`src/hdl/pu_pkg.sv`:
```
// ----------------------------------------------------------------------------
// pu_pkg
// Shared types, microcode table and factorial table for permutation_unrank.
// ----------------------------------------------------------------------------
package pu_pkg;

    localparam int MAX_ELEMENTS_DEF = 12;
    localparam int SIZE_W           = 4;
    localparam int RANK_W           = 29;
    localparam int ELEM_W           = 4;
    localparam int FACT_W           = RANK_W + 1;
    localparam int STEP_W           = 4;

    typedef struct packed {
        logic [SIZE_W-1:0] set_size;
        logic [RANK_W-1:0] rank;
    } t_in_word;

    typedef struct packed {
        logic [ELEM_W-1:0] element;
        logic              last;
        logic              rank_error;
    } t_out_word;

    typedef logic [STEP_W-1:0] t_step;

    localparam t_step ST_IDLE     = STEP_W'(0);
    localparam t_step ST_CHECK    = STEP_W'(1);
    localparam t_step ST_FACT     = STEP_W'(2);
    localparam t_step ST_DIV      = STEP_W'(3);
    localparam t_step ST_WAIT     = STEP_W'(4);
    localparam t_step ST_EMIT     = STEP_W'(5);
    localparam t_step ST_DONE     = STEP_W'(6);
    localparam t_step ST_ERR_WAIT = STEP_W'(7);
    localparam t_step ST_ERR_EMIT = STEP_W'(8);

    typedef enum logic [2:0] {
        C_NEXT,
        C_ALWAYS,
        C_NO_INPUT,
        C_BAD,
        C_FIT,
        C_OUT_FULL,
        C_MORE
    } t_cond;

    typedef struct packed {
        logic  take;
        logic  set_fact;
        logic  divide;
        logic  put;
        logic  put_error;
        t_cond cond;
        t_step target;
    } t_ctrl;

    typedef struct packed {
        logic in_valid;
        logic bad;
        logic fit;
        logic out_full;
        logic more;
    } t_stat;

    // factorial, saturated at 2^RANK_W (above any rank)
    function automatic logic [FACT_W-1:0] fact_sat(input logic [SIZE_W-1:0] m);
        logic [FACT_W-1:0] f;
        case (m)
            SIZE_W'(0):  f = FACT_W'(1);
            SIZE_W'(1):  f = FACT_W'(1);
            SIZE_W'(2):  f = FACT_W'(2);
            SIZE_W'(3):  f = FACT_W'(6);
            SIZE_W'(4):  f = FACT_W'(24);
            SIZE_W'(5):  f = FACT_W'(120);
            SIZE_W'(6):  f = FACT_W'(720);
            SIZE_W'(7):  f = FACT_W'(5040);
            SIZE_W'(8):  f = FACT_W'(40320);
            SIZE_W'(9):  f = FACT_W'(362880);
            SIZE_W'(10): f = FACT_W'(3628800);
            SIZE_W'(11): f = FACT_W'(39916800);
            SIZE_W'(12): f = FACT_W'(479001600);
            default:     f = {1'b1, {RANK_W{1'b0}}};
        endcase
        return f;
    endfunction

    // microprogram
    function automatic t_ctrl ucode(input t_step s);
        t_ctrl c;
        c        = '0;
        c.cond   = C_NEXT;
        c.target = ST_IDLE;
        unique case (s)
            ST_IDLE: begin
                c.take   = 1'b1;
                c.cond   = C_NO_INPUT;
                c.target = ST_IDLE;
            end
            ST_CHECK: begin
                c.cond   = C_BAD;
                c.target = ST_ERR_WAIT;
            end
            ST_FACT: begin
                c.set_fact = 1'b1;
            end
            ST_DIV: begin
                c.divide = 1'b1;
                c.cond   = C_FIT;
                c.target = ST_DIV;
            end
            ST_WAIT: begin
                c.cond   = C_OUT_FULL;
                c.target = ST_WAIT;
            end
            ST_EMIT: begin
                c.put    = 1'b1;
                c.cond   = C_MORE;
                c.target = ST_FACT;
            end
            ST_DONE: begin
                c.cond   = C_ALWAYS;
                c.target = ST_IDLE;
            end
            ST_ERR_WAIT: begin
                c.cond   = C_OUT_FULL;
                c.target = ST_ERR_WAIT;
            end
            ST_ERR_EMIT: begin
                c.put_error = 1'b1;
                c.cond      = C_ALWAYS;
                c.target    = ST_IDLE;
            end
            default: begin
                c.cond   = C_ALWAYS;
                c.target = ST_IDLE;
            end
        endcase
        return c;
    endfunction

endpackage

```
`src/hdl/permutation_unrank.sv`:
```
// ----------------------------------------------------------------------------
// permutation_unrank
// Emits the k-th lexicographic permutation of 1..n, one element per word.
// ----------------------------------------------------------------------------
// Input channel: i_in_valid / o_in_stall carry {set_size, rank}. A word is
// taken only while the sequencer sits in its idle step, so one request is
// worked on at a time.
// Output channel: o_out_valid / i_out_stall carry {element, last,
// rank_error}, one word per element with last on the n-th.
// A rank of zero, above n!, or a set size of zero or above MAX_ELEMENTS
// gives one word with element 0, last and rank_error set, after the check
// step and the error wait step.
// Steps: for each position the microprogram loads the factorial, finds
// that position's quotient by subtracting the factorial once a cycle,
// waits for the output register and emits the word; the next request is
// taken after the last word.
// A stall holds the output register and the sequencer waits before each
// new word; nothing is lost.
// Reset clears the step counter and output valid; no other clearing.
// ----------------------------------------------------------------------------
module permutation_unrank #(
    parameter int MAX_ELEMENTS = pu_pkg::MAX_ELEMENTS_DEF
) (
    input  logic              i_clk,
    input  logic              i_rst_n,
    input  logic              i_in_valid,
    output logic              o_in_stall,
    input  pu_pkg::t_in_word  i_in_word,
    output logic              o_out_valid,
    input  logic              i_out_stall,
    output pu_pkg::t_out_word o_out_word
);

    pu_pkg::t_ctrl ctrl;
    pu_pkg::t_stat stat;

    pu_seq u_seq (
        .i_clk   (i_clk),
        .i_rst_n (i_rst_n),
        .i_stat  (stat),
        .o_ctrl  (ctrl)
    );

    pu_dp #(
        .MAX_ELEMENTS (MAX_ELEMENTS)
    ) u_dp (
        .i_clk       (i_clk),
        .i_rst_n     (i_rst_n),
        .i_ctrl      (ctrl),
        .i_in_valid  (i_in_valid),
        .i_in_word   (i_in_word),
        .o_stat      (stat),
        .o_out_valid (o_out_valid),
        .i_out_stall (i_out_stall),
        .o_out_word  (o_out_word)
    );

    assign o_in_stall = !ctrl.take;

    a_one_at_a_time: assert property (@(posedge i_clk) disable iff (!i_rst_n)
        (i_in_valid && !o_in_stall) |=> o_in_stall)
        else $error("request taken while another is in progress");

    a_error_word: assert property (@(posedge i_clk) disable iff (!i_rst_n)
        (o_out_valid && o_out_word.rank_error) |->
            (o_out_word.element == '0 && o_out_word.last))
        else $error("malformed error word");

    a_element_range: assert property (@(posedge i_clk) disable iff (!i_rst_n)
        (o_out_valid && !o_out_word.rank_error) |->
            (o_out_word.element != '0 && 32'(o_out_word.element) <= MAX_ELEMENTS))
        else $error("element out of range");

    a_busy_while_out: assert property (@(posedge i_clk) disable iff (!i_rst_n)
        (o_out_valid && !o_out_word.last) |-> o_in_stall)
        else $error("input open before permutation finished");

endmodule

```
`src/hdl/pu_seq.sv`:
```
// ----------------------------------------------------------------------------
// pu_seq
// Step counter and microcode ROM with conditional jumps.
// ----------------------------------------------------------------------------
module pu_seq (
    input  logic          i_clk,
    input  logic          i_rst_n,
    input  pu_pkg::t_stat i_stat,
    output pu_pkg::t_ctrl o_ctrl
);

    pu_pkg::t_step r_step;
    pu_pkg::t_step n_step;
    pu_pkg::t_ctrl ctrl;
    logic          jump;

    always_comb begin
        ctrl = pu_pkg::ucode(r_step);
    end

    always_comb begin
        case (ctrl.cond)
            pu_pkg::C_ALWAYS:   jump = 1'b1;
            pu_pkg::C_NO_INPUT: jump = !i_stat.in_valid;
            pu_pkg::C_BAD:      jump = i_stat.bad;
            pu_pkg::C_FIT:      jump = i_stat.fit;
            pu_pkg::C_OUT_FULL: jump = i_stat.out_full;
            pu_pkg::C_MORE:     jump = i_stat.more;
            default:            jump = 1'b0;
        endcase
        n_step = jump ? ctrl.target : r_step + 1'b1;
    end

    always_ff @(posedge i_clk) begin
        if (!i_rst_n) begin
            r_step <= pu_pkg::ST_IDLE;
        end else begin
            r_step <= n_step;
        end
    end

    assign o_ctrl = ctrl;

endmodule

```
`src/hdl/pu_dp.sv`:
```
// ----------------------------------------------------------------------------
// pu_dp
// Rank divider by repeated subtraction, unused-value list and output register.
// ----------------------------------------------------------------------------
module pu_dp #(
    parameter int MAX_ELEMENTS = pu_pkg::MAX_ELEMENTS_DEF
) (
    input  logic              i_clk,
    input  logic              i_rst_n,
    input  pu_pkg::t_ctrl     i_ctrl,
    input  logic              i_in_valid,
    input  pu_pkg::t_in_word  i_in_word,
    output pu_pkg::t_stat     o_stat,
    output logic              o_out_valid,
    input  logic              i_out_stall,
    output pu_pkg::t_out_word o_out_word
);

    localparam int LIST_D = (MAX_ELEMENTS < 15) ? MAX_ELEMENTS : 15;

    logic                        r_bad;
    logic [pu_pkg::SIZE_W-1:0]   r_rem;
    logic [pu_pkg::RANK_W-1:0]   r_r;
    logic [pu_pkg::FACT_W-1:0]   r_f;
    logic [pu_pkg::SIZE_W-1:0]   r_q;
    logic [pu_pkg::ELEM_W-1:0]   r_list [LIST_D];
    logic                        r_out_valid;
    pu_pkg::t_out_word           r_out_word;

    logic                        accept;
    logic                        bad_in;
    logic                        fit;
    logic                        out_free;
    logic [pu_pkg::SIZE_W-1:0]   qi;
    logic [pu_pkg::ELEM_W-1:0]   pick;

    assign accept   = i_ctrl.take & i_in_valid;
    assign out_free = !r_out_valid || !i_out_stall;
    assign fit      = {1'b0, r_r} >= r_f;
    assign qi       = (r_q >= r_rem) ? r_rem - 1'b1 : r_q;

    always_comb begin
        bad_in = (i_in_word.set_size == '0)
              || (i_in_word.set_size > pu_pkg::SIZE_W'(LIST_D))
              || (i_in_word.rank == '0)
              || ({1'b0, i_in_word.rank} > pu_pkg::fact_sat(i_in_word.set_size));
    end

    always_comb begin
        pick = '0;
        for (int i = 0; i < LIST_D; i++) begin
            if (qi == pu_pkg::SIZE_W'(i)) begin
                pick = r_list[i];
            end
        end
    end

    always_comb begin
        o_stat.in_valid = i_in_valid;
        o_stat.bad      = r_bad;
        o_stat.fit      = fit;
        o_stat.out_full = !out_free;
        o_stat.more     = (r_rem != pu_pkg::SIZE_W'(1));
    end

    always_ff @(posedge i_clk) begin
        if (!i_rst_n) begin
            r_out_valid <= 1'b0;
        end else if (i_ctrl.put || i_ctrl.put_error) begin
            r_out_valid <= 1'b1;
        end else if (!i_out_stall) begin
            r_out_valid <= 1'b0;
        end
    end

    always_ff @(posedge i_clk) begin
        if (accept) begin
            r_bad <= bad_in;
            r_rem <= i_in_word.set_size;
            r_r   <= i_in_word.rank - 1'b1;
            for (int i = 0; i < LIST_D; i++) begin
                r_list[i] <= pu_pkg::ELEM_W'(i + 1);
            end
        end
        if (i_ctrl.set_fact) begin
            r_f <= pu_pkg::fact_sat(r_rem - 1'b1);
            r_q <= '0;
        end
        if (i_ctrl.divide && fit) begin
            r_r <= r_r - r_f[pu_pkg::RANK_W-1:0];
            r_q <= r_q + 1'b1;
        end
        if (i_ctrl.put) begin
            r_out_word.element    <= pick;
            r_out_word.last       <= (r_rem == pu_pkg::SIZE_W'(1));
            r_out_word.rank_error <= 1'b0;
            r_rem                 <= r_rem - 1'b1;
            // close the gap left by the picked value
            for (int i = 0; i < LIST_D - 1; i++) begin
                if (pu_pkg::SIZE_W'(i) >= qi) begin
                    r_list[i] <= r_list[i+1];
                end
            end
        end
        if (i_ctrl.put_error) begin
            r_out_word.element    <= '0;
            r_out_word.last       <= 1'b1;
            r_out_word.rank_error <= 1'b1;
        end
    end

    assign o_out_valid = r_out_valid;
    assign o_out_word  = r_out_word;

endmodule
```
`config.mk`:
```
export PLATFORM = sky130hd
export DESIGN_NAME = permutation_unrank
export DESIGN_NICKNAME = d
export VERILOG_FILES = /design/src/hdl/pu_pkg.sv /design/src/hdl/permutation_unrank.sv /design/src/hdl/pu_seq.sv /design/src/hdl/pu_dp.sv
export SDC_FILE = /design/constraint.sdc
export NUM_CORES = 1
export LEC_CHECK = 0
export ABC_AREA = 1
export BUFFER_PORTS_ARGS = -buffer_cell sky130_fd_sc_hd__buf_2
export CORE_ASPECT_RATIO = 1.2
export CORE_MARGIN = 2
export CORE_UTILIZATION = 55
export CTS_CLUSTER_DIAMETER = 100
export DETAILED_ROUTE_END_ITERATION = 6
export GPL_TIMING_DRIVEN = 0
export PLACE_DENSITY = 0.73
export SLEW_MARGIN = 25
export SYNTH_ARGS = -nofsm -noshare
export SYNTH_HDL_FRONTEND = slang
export SYNTH_SLANG_ARGS = --single-unit
```
`constraint.sdc`:
```
create_clock -name i_clk -period 6.12 [get_ports i_clk]
set_clock_uncertainty 0.15 [all_clocks]
set_input_delay 0.612 -clock i_clk [delete_from_list [all_inputs] [get_ports i_clk]]
set_output_delay 0.612 -clock i_clk [all_outputs]
set_load 0.02 [all_outputs]
```
==> metrics.txt, run 1 <==
crit-path max FO=29; Post-synth EDFFs=99; Post-Synth Simple-Gate Area=0.256; Synth Area in Compound Gates=0.117; cell area after synthesis=8430 um2; DR WL/cell=15.3 um; max-slew violations=0; Synth Area in XOR/XNOR=0.0530; Mapped Avg Cell Area=7.96 um2; Via density=5.43; worst-case vdd ir drop=0.000275 V; cts repair resizes=0; initial antenna violation count=0; Primary FF master, synth=edfxtp_1; sequential cell fraction of total power=0.316; vias in the first global route=6836; Layout area overhead=9.22%; pre-CTS WS=2510 ps; crit end category=flop; nets=1226; CORE AREA=15000 um2; Total Wirelength=20300 um; clk buf depth=2; Clk pwr share=0.160; CTS HTree Levels=3; leak pwr=4.16 nW; Period minus WS final=3670 ps; data arrival time of the worst path=3500 ps; post-synthesis register bit count=110; Clock transition at path regs=80 ps; switching share of power=0.457; hold buffers post-CTS=0; period utilization=0.599; yosys warns=0; Ports=45; maxcap violations=0; CTS tree=done; GRT overflow=0; post-route ant nets=0; ys async rst share=0; Final setup violation count=0; final-layout fill cell count=1360; clk sinks=110; fmax=0.273 GHz; sw power=1.67 mW; Crit Path Class=reg -> reg; power per cell area=397 nW/um2; Mapped Cells=1059; post-synthesis cell type count=53; PortBufs=44; first-pass GRT wire length=33100 um; RSZ-0062 raised after global routing=false; ant diodes=0; via count=7182; setup TNS=0 ps; post-detail-place hpwl=16200 um; die height=140 um; CP startpoint kind=flop; largest family of logic cells by synthesized area=simple AND/OR/NAND/NOR gates; Post-synth top cells=nand2_1, inv_1, nor2_1; count leader, synth=nand2_1; die area=16300 um2; post-CTS setup repair buffer count=0; Final GP Congestion=0.926; Logic pwr share=0.524; Synth area leader=edfxtp_1; DRT iter0 DRCs=549; worst skew pair latency=360 ps; Synthesized Nets=1171; Post-Synth Adder-Cell Area=0.112; Root Buffer=clkbuf_16; Area contributors post-synth=edfxtp_1, ha_1, nand2_1; Final Power=3.65 mW; worst path required time=5960 ps; slew at the pin closest to its max-slew limit=833 ps; status=complete, no violations; layout cells sized above 1=0.111; die width=117 um; First-pass DRT Iterations=7; post-route setup slack=2450 ps; Hold Path Class=reg -> reg; Hold Violations, Final=0; post-synthesis mux area share=0; Synth top area share=0.353; register area share after synthesis=0.379; Total Routing Usage GR=0.259; Slew Limit Headroom=0.444; internal power=1.98 mW; TritonCTS Buffers=9; fin util=0.615; initial core utilization=0.563; largest net degree at the start of global routing=30; DRC Markers=0; row count=49
[cells by family after synthesis]
kind of cell | Yosys count
AO/OA/AOI/OAI | 164
XOR/XNOR | 51
adder cells (fa/ha/maj) | 75
buffers and inverters | 173
flip-flops | 110
AND/OR/NAND/NOR | 486
[power groups by stage]
stage | logic (mW) | registers, mW | clock network, mW
floorplan | 1.41 | 1.17 | 0
global placement | 1.85 | 1.17 | 0
detailed placement | 1.88 | 1.17 | 0
CTS | 1.90 | 1.16 | 0.593
global route | 2.15 | 1.17 | 0.617
finish | 1.91 | 1.16 | 0.584
[worst paths after layout]
path                        endpoint  slack [ps]          startpoint  cells past startpoint
setup / recovery         u_dp.r_r[0]        2450        u_dp.r_f[27]                     12
hold / removal    u_dp.o_out_word[3]         300  u_dp.o_out_word[3]                      2
setup reg to reg         u_dp.r_r[0]        2450        u_dp.r_f[27]                     12
hold reg to reg   u_dp.o_out_word[3]         300  u_dp.o_out_word[3]                      2
[per-stage QoR]
| step | hold slack, ps | instance area [um2] | cells |
|---|---|---|---|
| floorplan | 341 | 8430 | 1059 |
| global placement | 289 | 8900 | 1307 |
| detailed placement | 287 | 8900 | 1307 |
| CTS | 308 | 9200 | 1323 |
| global route | 331 | 9200 | 1323 |
| finish | 303 | 9200 | 1323 |
[registers in the layout, indices dropped and copies added (netlist names)]
register	count
u_dp.o_out_word	6
u_dp.r_f	22
u_dp.o_out_valid	1
u_dp.r_r	29
u_seq.r_step	4
u_dp.r_q	4
u_dp.r_list	39
u_dp.r_bad	1
u_dp.r_rem	4
[cell type report]
type                    count  area (um2)  area share
well taps                 204         255      0.0277
clock inverters             7        73.8     0.00802
flip-flops and latches    110        3190       0.347
multi-input cells         776        4540       0.494
clock buffers               9         225      0.0245
repair buffers             44         220      0.0239
plain buffers              11        81.3     0.00884
inverters                 162         611      0.0663
[per-layer routing]
| layer | routed length [um] | GRT usage | vias up |
|---|---|---|---|
| met1 | 9010 | 0.357 | 3292 |
| met4 | 570 | 0.0879 | 0 |
| li1 | - | - | 3650 |
| met5 | 0 | 0 | - |
| met2 | 9600 | 0.418 | 197 |
| met3 | 1080 | 0.0375 | 43 |
[worst max-delay path: stages, from the launching register on]
cell	delay (ps)
edfxtp_1	370
inv_1	260
ha_1	280
nand2_1	90
nor2_1	160
nand4_1	150
nor4_1	520
nand4_1	190
nand3_2	200
nand2_4	90
buf_6	150
buf_6	140
nand2_2	520
[cell usage in the layout (no fill, tap or decap), types with 3 or more instances in the layout]
master       n
clkbuf_1     4
nand3_1     42
nor2_4       3
inv_2        5
buf_6        5
o221ai_1     4
clkbuf_16    9
ha_1        74
o21bai_1     3
inv_1      155
or2_1        3
nand2_4      3
o21ai_1     14
o2111ai_1    3
inv_8        3
nor3_1      23
a21oi_1     57
a21o_1       7
o21ai_2      6
nand3_2      6
xnor2_1     21
o21ai_0     50
dfxtp_1     11
nor4_1       7
nand2_2      9
xor2_1      30
edfxtp_1    99
nand2_1    222
nor2_2       6
or2_2        6
nand4_1     20
buf_2       46
o21a_1       3
nor2_1     130
No activity file was read; power rests on OpenSTA's default activity.
==> inputs of run 2 (changes only) <==
--- a/config.mk
+++ b/config.mk
@@ -13,7 +13,7 @@
 export CTS_CLUSTER_DIAMETER = 100
 export DETAILED_ROUTE_END_ITERATION = 6
 export GPL_TIMING_DRIVEN = 0
-export PLACE_DENSITY = 0.73
+export PLACE_DENSITY = 0.76
 export SLEW_MARGIN = 25
 export SYNTH_ARGS = -nofsm -noshare
 export SYNTH_HDL_FRONTEND = slang
==> constraint.sdc (replaced) <==
create_clock -name i_clk -period 3.2 [get_ports i_clk]
set_clock_uncertainty 0.15 [all_clocks]
set_input_delay 0.32 -clock i_clk [delete_from_list [all_inputs] [get_ports i_clk]]
set_output_delay 0.32 -clock i_clk [all_outputs]
set_load 0.02 [all_outputs]
==> metrics.txt, run 2 (synthesis results as in run 1) <==
Critical Path Max Stage Delay=510 ps (was 520 ps); First-pass DRT Iterations=5 (was 7); initial antenna violation count=0 (unchanged); initial core utilization=0.563 (unchanged); Final GP Congestion=0.940 (was 0.926); die height=140 um (unchanged); Largest Register=u_dp.r_list (unchanged); nets=1230 (was 1226); r2r endpoint=u_dp.r_list[0][5] (was u_dp.r_r[0]); Ports=45 (unchanged); Hold Path Class=in -> reg (was reg -> reg); row count=49 (unchanged); die area=16300 um2 (unchanged); setup TNS=0 ps (unchanged); worst skew pair latency=350 ps (was 360 ps); max reg flops=39 (unchanged); Clock transition at path regs=80 ps (about the same); crit-path max FO=8 (was 29); most common cell after layout, fill and taps aside=nand2_1 (unchanged); Buf/Inv on CP=5 (was 3); ant diodes=0 (unchanged); DRT iter0 DRCs=568 (was 549); layout cells sized above 1=0.119 (was 0.111); Period minus WS final=3070 ps (was 3670 ps); vias in the first global route=6998 (was 6836); sw power=3.25 mW (was 1.67 mW); data arrival time of the worst path=2970 ps (was 3500 ps); clk buf depth=2 (unchanged); CTS tree=done (unchanged); Slew Limit Headroom=0.250 (was 0.444); fmax=0.325 GHz (was 0.273 GHz); fin area=9290 um2 (was 9200 um2); first-pass GRT wire length=33200 um (was 33100 um); Hold Violations, Final=0 (unchanged); CP startpoint kind=flop (unchanged); Logic pwr share=0.531 (was 0.524); PortBufs=44 (unchanged); Total Wirelength=20200 um (was 20300 um); GRT overflow=0 (unchanged); power per cell area=763 nW/um2 (was 397 nW/um2); via count=7224 (was 7182); most used cell along the critical path=inv_1; switching share of power=0.459 (was 0.457); DRC Markers=0 (unchanged); crit end category=flop (unchanged); Crit Path Class=reg -> reg (unchanged); Seq. cell area=3190 um2 (unchanged); slew at the pin closest to its max-slew limit=1130 ps (was 833 ps); worst path required time=3090 ps (was 5960 ps); leak pwr=4.19 nW (was 4.16 nW); Total Routing Usage GR=0.258 (was 0.259); Worst R2R Start=u_dp.r_rem[0] (was u_dp.r_f[27]); dpl cells=1307 (unchanged); area of the multi-input gates=4600 um2 (was 4540 um2); delay-heaviest family, CP=simple AND/OR/NAND/NOR gates (unchanged); Root Buffer=clkbuf_16 (unchanged); r2r worst-path depth=13 (was 12); largest net degree at the start of global routing=30 (unchanged); sink of the worst hold path=u_dp.o_out_valid (was u_dp.o_out_word[3]); clk sinks=110 (unchanged); Clk pwr share=0.158 (was 0.160); Layout area overhead=10.2% (was 9.22%); Final setup violation count=0 (unchanged); worst hold start=i_rst_n (was u_dp.o_out_word[3]); final-layout fill cell count=1349 (was 1360); DP Area=8900 um2 (unchanged); worst-case vdd ir drop=0.000605 V (was 0.000275 V); hold slack=78.7 ps (was 303 ps); Via density=5.44 (was 5.43); post-detail-place hpwl=15900 um (was 16200 um); hold depth=3 (was 2); CP cell instances=inv_1, ha_1, ha_2, inv_1, nand2_1, nand2_2, inv_1, nand2_1, nor2_1, inv_2, nor2_1, inv_1, nand2_1 (was inv_1, ha_1, nand2_1, nor2_1, nand4_1, nor4_1, nand4_1, nand3_2, nand2_4, buf_6, buf_6, nand2_2); maxcap violations=0 (unchanged); max-slew violations=0 (unchanged); die width=117 um (unchanged); setup slack, reg-to-reg=130 ps (was 2450 ps); period utilization=0.961 (was 0.599); sequential cell fraction of total power=0.312 (was 0.316); CTS HTree Levels=3 (unchanged); biggest regs=u_dp.r_list x39, u_dp.r_r x29, u_dp.r_f x22 (unchanged); DR WL/cell=15.2 um (was 15.3 um); Slowest-stage cell, CP=edfxtp_1 (was nor4_1); CORE AREA=15000 um2 (unchanged); TritonCTS Buffers=9 (unchanged); most frequent cells in the layout=nand2_1, inv_1, nor2_1, edfxtp_1, ha_1 (unchanged); status=complete, no violations (unchanged); post-route ant nets=0 (unchanged); internal power=3.83 mW (was 1.98 mW); final std cells w/o fill=1327 (was 1323)
==> run 2: changes by cell type in the layout (fill, tap and decap cells not counted), sizes merged <==
| cell | change |
|---|---|
| buf | +4 |
| nand2 | +1 |
| clkinv | +3 |
| clkbuf | -1 |
| clkinvlp | -2 |
| inv | -1 |
==> run 2: power by group through the flow <==
stage | logic (mW) | clock network, mW | registers [mW]
6_report | 3.76 | 1.12 | 2.21
3_5_place_dp | 3.59 | 0 | 2.24
2_1_floorplan | 2.70 | 0 | 2.23
3_3_place_gp | 3.53 | 0 | 2.23
4_1_cts | 3.64 | 1.13 | 2.21
5_1_grt | 4.20 | 1.17 | 2.24
==> run 2: metrics by stage <==
step	util	total power [mW]	worst slack, ps
CTS	0.617	6.98	52.7
detailed placement	0.595	5.83	-444
global placement	0.595	5.76	-409
global route	0.621	7.62	-31.8
finish	0.621	7.08	126
floorplan	-	4.94	179
==> run 2: worst max-delay path by stage <==
stage	from	end	slack [ps]	cells past startpoint
finish	u_dp.r_rem[0]	u_dp.r_list[0][5]	130	13
global route	u_dp.r_rem[0]	u_dp.r_list[0][5]	-30	13
CTS	u_dp.r_f[0]	u_dp.r_r[3]	50	15
detailed placement	u_dp.r_f[27]	u_dp.r_r[8]	-440	12
global placement	u_dp.r_f[27]	u_dp.r_r[5]	-410	12
floorplan	u_dp.r_f[0]	u_dp.r_r[0]	180	15
==> run 2: timing repair <==
action	CTS	global route
resized for setup	3	6
setup endpoints to repair	29	63
gates cloned	0	1
hold buffers	0	0
setup buffers	0	4
pin swaps	0	1
==> run 2: layout make-up <==
cell class | count | area share
clock buffers | 9 | 0.0242
plain buffers | 10 | 0.00835
inverters | 162 | 0.0657
clock inverters | 7 | 0.00835
multi-input cells | 777 | 0.495
flip-flops and latches | 110 | 0.344
repair buffers | 48 | 0.0269
well taps | 204 | 0.0275
==> run 2: per-layer routing <==
metal	share of wire	up-vias	GRT usage
met5	0	-	0
met4	0.027	0	0.0854
met3	0.054	43	0.0296
met2	0.47	202	0.415
met1	0.45	3324	0.364
li1	-	3655	-
==> run 2: worst reg2reg max path: stages (launching register included) <==
cell,delay [ps]
edfxtp_1,510
inv_1,160
ha_1,250
ha_2,400
inv_1,150
nand2_1,120
nand2_2,130
inv_1,100
nand2_1,110
nor2_1,160
inv_2,90
nor2_1,170
inv_1,110
nand2_1,160
==> inputs of run 3 (changes only) <==
--- a/config.mk
+++ b/config.mk
@@ -5,15 +5,14 @@
 export SDC_FILE = /design/constraint.sdc
 export NUM_CORES = 1
 export LEC_CHECK = 0
-export ABC_AREA = 1
 export BUFFER_PORTS_ARGS = -buffer_cell sky130_fd_sc_hd__buf_2
 export CORE_ASPECT_RATIO = 1.2
 export CORE_MARGIN = 2
-export CORE_UTILIZATION = 55
+export CORE_UTILIZATION = 57
 export CTS_CLUSTER_DIAMETER = 100
 export DETAILED_ROUTE_END_ITERATION = 6
 export GPL_TIMING_DRIVEN = 0
-export PLACE_DENSITY = 0.76
+export PLACE_DENSITY = 0.78
 export SLEW_MARGIN = 25
 export SYNTH_ARGS = -nofsm -noshare
 export SYNTH_HDL_FRONTEND = slang
==> metrics.txt, run 3 <==
Worst R2R Start=u_dp.r_q[0] (was u_dp.r_rem[0]); most frequent cells in the layout=nand2_1, edfxtp_1, nor2_1, ha_1, inv_1 (was nand2_1, inv_1, nor2_1, edfxtp_1, ha_1); pre-CTS WS=-661 ps (was -444 ps); CTS tree=done (unchanged); Ports=45 (unchanged); PortBufs=44 (unchanged); setup TNS=0 ps (unchanged); worst-case vdd ir drop=0.000509 V (was 0.000605 V); initial antenna violation count=1 (was 0); Slew Limit Headroom=0.397 (was 0.250); vias in the first global route=6987 (was 6998); Synth area leader=edfxtp_1 (unchanged); most common cell after layout, fill and taps aside=nand2_1 (unchanged); metal2 WL=10500 um (was 9570 um); Crit Path Class=reg -> reg (unchanged); Critical Path Max Stage Delay=450 ps (was 510 ps); Final setup violation count=0 (unchanged); Mapped Avg Cell Area=9.22 um2 (was 7.96 um2); Buf/Inv on CP=2 (was 5); GRT overflow=0 (unchanged); yosys warns=0 (unchanged); dpl cells=1115 (was 1307); initial core utilization=0.578 (was 0.563); crit-path max FO=10 (was 8); met3 WL post-DR=1050 um (was 1090 um); slew at the pin closest to its max-slew limit=898 ps (was 1130 ps); Primary FF master, synth=edfxtp_1 (unchanged); Layout area overhead=14.0% (was 10.2%); setup slack, reg-to-reg=50 ps (was 130 ps); CP startpoint kind=flop (unchanged); fmax=0.317 GHz (was 0.325 GHz); max reg flops=39 (unchanged); fin area=9420 um2 (was 9290 um2); r2r worst-path depth=10 (was 13); row count=48 (was 49); via count=7036 (was 7224); Via density=6.12 (was 5.44); post-route setup slack=50.2 ps (was 126 ps); DR WL/cell=18.4 um (was 15.2 um); period utilization=0.984 (was 0.961); die area=15500 um2 (was 16300 um2); worst path required time=3160 ps (was 3090 ps); status=complete, no violations (unchanged); sink of the worst hold path=u_dp.o_out_valid (unchanged); post-synthesis cell type count=76 (was 53); fin util=0.659 (was 0.621); Clock transition at path regs=80 ps (about the same); largest net degree at the start of global routing=23 (was 30); Synth top area share=0.360 (was 0.353); RSZ-0062 raised after global routing=true; clk buf depth=2 (unchanged); post-detail-place hpwl=15600 um (was 15900 um); Post-synth top cells=nand2_1, edfxtp_1, ha_1 (was nand2_1, inv_1, nor2_1); power per cell area=724 nW/um2 (was 763 nW/um2); data arrival time of the worst path=3110 ps (was 2970 ps); nets=1081 (was 1230); die width=114 um (was 117 um); worst skew pair latency=350 ps (about the same); first-pass GRT wire length=33700 um (was 33200 um); maxcap violations=0 (unchanged); highest metal layer with signal wires=met5 (was met4); Final GP Congestion=0.952 (was 0.940); First-pass DRT Iterations=4 (was 5); max-slew violations=0 (unchanged); Met1 Wirelength=8640 um (was 8990 um); Synthesized Nets=1008 (was 1171); Period minus WS final=3150 ps (was 3070 ps); delay-heaviest family, CP=simple AND/OR/NAND/NOR gates (unchanged); Slowest-stage cell, CP=edfxtp_1 (unchanged); DRT iter0 DRCs=561 (was 568); CORE AREA=14300 um2 (was 15000 um2); Area contributors post-synth=edfxtp_1, ha_1, nand2_1 (unchanged); Largest Register=u_dp.r_list (unchanged); Final Power=6.82 mW (was 7.08 mW); r2r endpoint=u_dp.r_list[0][0] (was u_dp.r_list[0][5]); Hold Violations, Final=0 (unchanged); post-route ant nets=0 (unchanged); Total Wirelength=21200 um (was 20200 um); ant diodes=0 (unchanged); post-synthesis register bit count=110 (unchanged); Mapped Cells=896 (was 1059); register area share after synthesis=0.386 (was 0.379); DP Area=8710 um2 (was 8900 um2); hold depth=3 (unchanged); cell area after synthesis=8260 um2 (was 8430 um2); ys async rst share=0 (unchanged); count leader, synth=nand2_1 (unchanged); die height=136 um (was 140 um); clk sinks=110 (unchanged); layout cells sized above 1=0.150 (was 0.119); biggest regs=u_dp.r_list x39, u_dp.r_r x29, u_dp.r_f x22 (unchanged); Hold Path Class=in -> reg (unchanged); leak pwr=3.85 nW (was 4.19 nW); hold slack=73.4 ps (was 78.7 ps); Post-synth EDFFs=99 (unchanged); Total Routing Usage GR=0.279 (was 0.258); crit end category=flop (unchanged); DRC Markers=0 (unchanged); CTS HTree Levels=3 (unchanged); worst hold start=i_out_stall (was i_rst_n); TritonCTS Buffers=9 (unchanged); Root Buffer=clkbuf_16 (unchanged); final std cells w/o fill=1149 (was 1327); CP cell instances=inv_2, ha_1, nand2b_1, a2111o_1, and2_4, buf_12, mux2_4, nor2_4, nand2_4, or3_4 (was inv_1, ha_1, ha_2, inv_1, nand2_1, nand2_2, inv_1, nand2_1, nor2_1, inv_2, nor2_1, inv_1, nand2_1)
==> run 3: cell count changes after synthesis, moves of 14 or more <==
cell / before / now
inv_1: 155 / 58
nand3_1: 42 / 24
nor2_1: 130 / 72
nand2b_1: 0 / 14
nand4_1: 20 / 6
and3_1: 0 / 19
mux2i_1: 0 / 14
a21o_1: 7 / 21
xnor2_1: 21 / 37
nand2_1: 223 / 106
==> run 3: kinds of logic (layout without fill, tap and decap cells) <==
kind of cell               count (synthesis)  after routing  synth area share
adders and majority gates                 75             75             0.114
DFF                                      110            110             0.386
muxes                                     21             21            0.0304
buffers and inverters                     86            160            0.0444
xor gates and xnor gates                  55             55            0.0583
and+or+nand+nor                          327            331             0.192
AOI/OAI and AO/OA                        222            222             0.174
==> run 3: repair_timing <==
item / 4_1_cts / 5_1_grt
buffers inserted: 4 / 12
pin swaps: 4 / 8
resized for setup: 31 / 32
hold buffers: 0 / 0
endpoints found under the hold margin: 0 / 0
endpoints found under the setup margin: 123 / 128
cloned: 2 / 2
==> run 3: how the worst max path moves through the flow <==
stage	from	to	depth (start not counted)
after global routing	u_dp.r_q[0]	u_dp.r_list[0][0]	10
final	u_dp.r_q[0]	u_dp.r_list[0][0]	10
after floorplan	i_in_word[30]	u_dp.r_bad	14
after global placement	i_in_word[30]	u_dp.r_bad	15
after CTS	u_dp.r_f[0]	u_dp.r_q[3]	11
after detailed placement	i_in_word[30]	u_dp.r_bad	15
==> run 3: power by group <==
group          switching [mW]  total, mW  internal, mW
clock                   0.524       1.10         0.579
sequential              0.169       2.17          2.00
combinational            2.19       3.55          1.36
==> run 3: layout make-up <==
| class | count | area [um2] |
|---|---|---|
| Buffer | 26 | 170 |
| Multi-Input combinational cell | 704 | 4980 |
| Timing Repair Buffer | 60 | 340 |
| Fill cell | 1135 | 4880 |
| Tap cell | 175 | 219 |
| Sequential cell | 110 | 3190 |
| Clock buffer | 11 | 253 |
| Inverter | 58 | 220 |
| Clock inverter | 5 | 38.8 |
==> run 3: worst min-delay path: stages <==
cell and delay (ps):
buf_2 100, nand2_1 50, a21oi_1 50
==> run 3: routing by layer <==
layer	vias up	GRT usage
li1	3421	-
met1	3326	0.335
met2	219	0.488
met3	68	0.0325
met4	2	0.150
met5	-	0
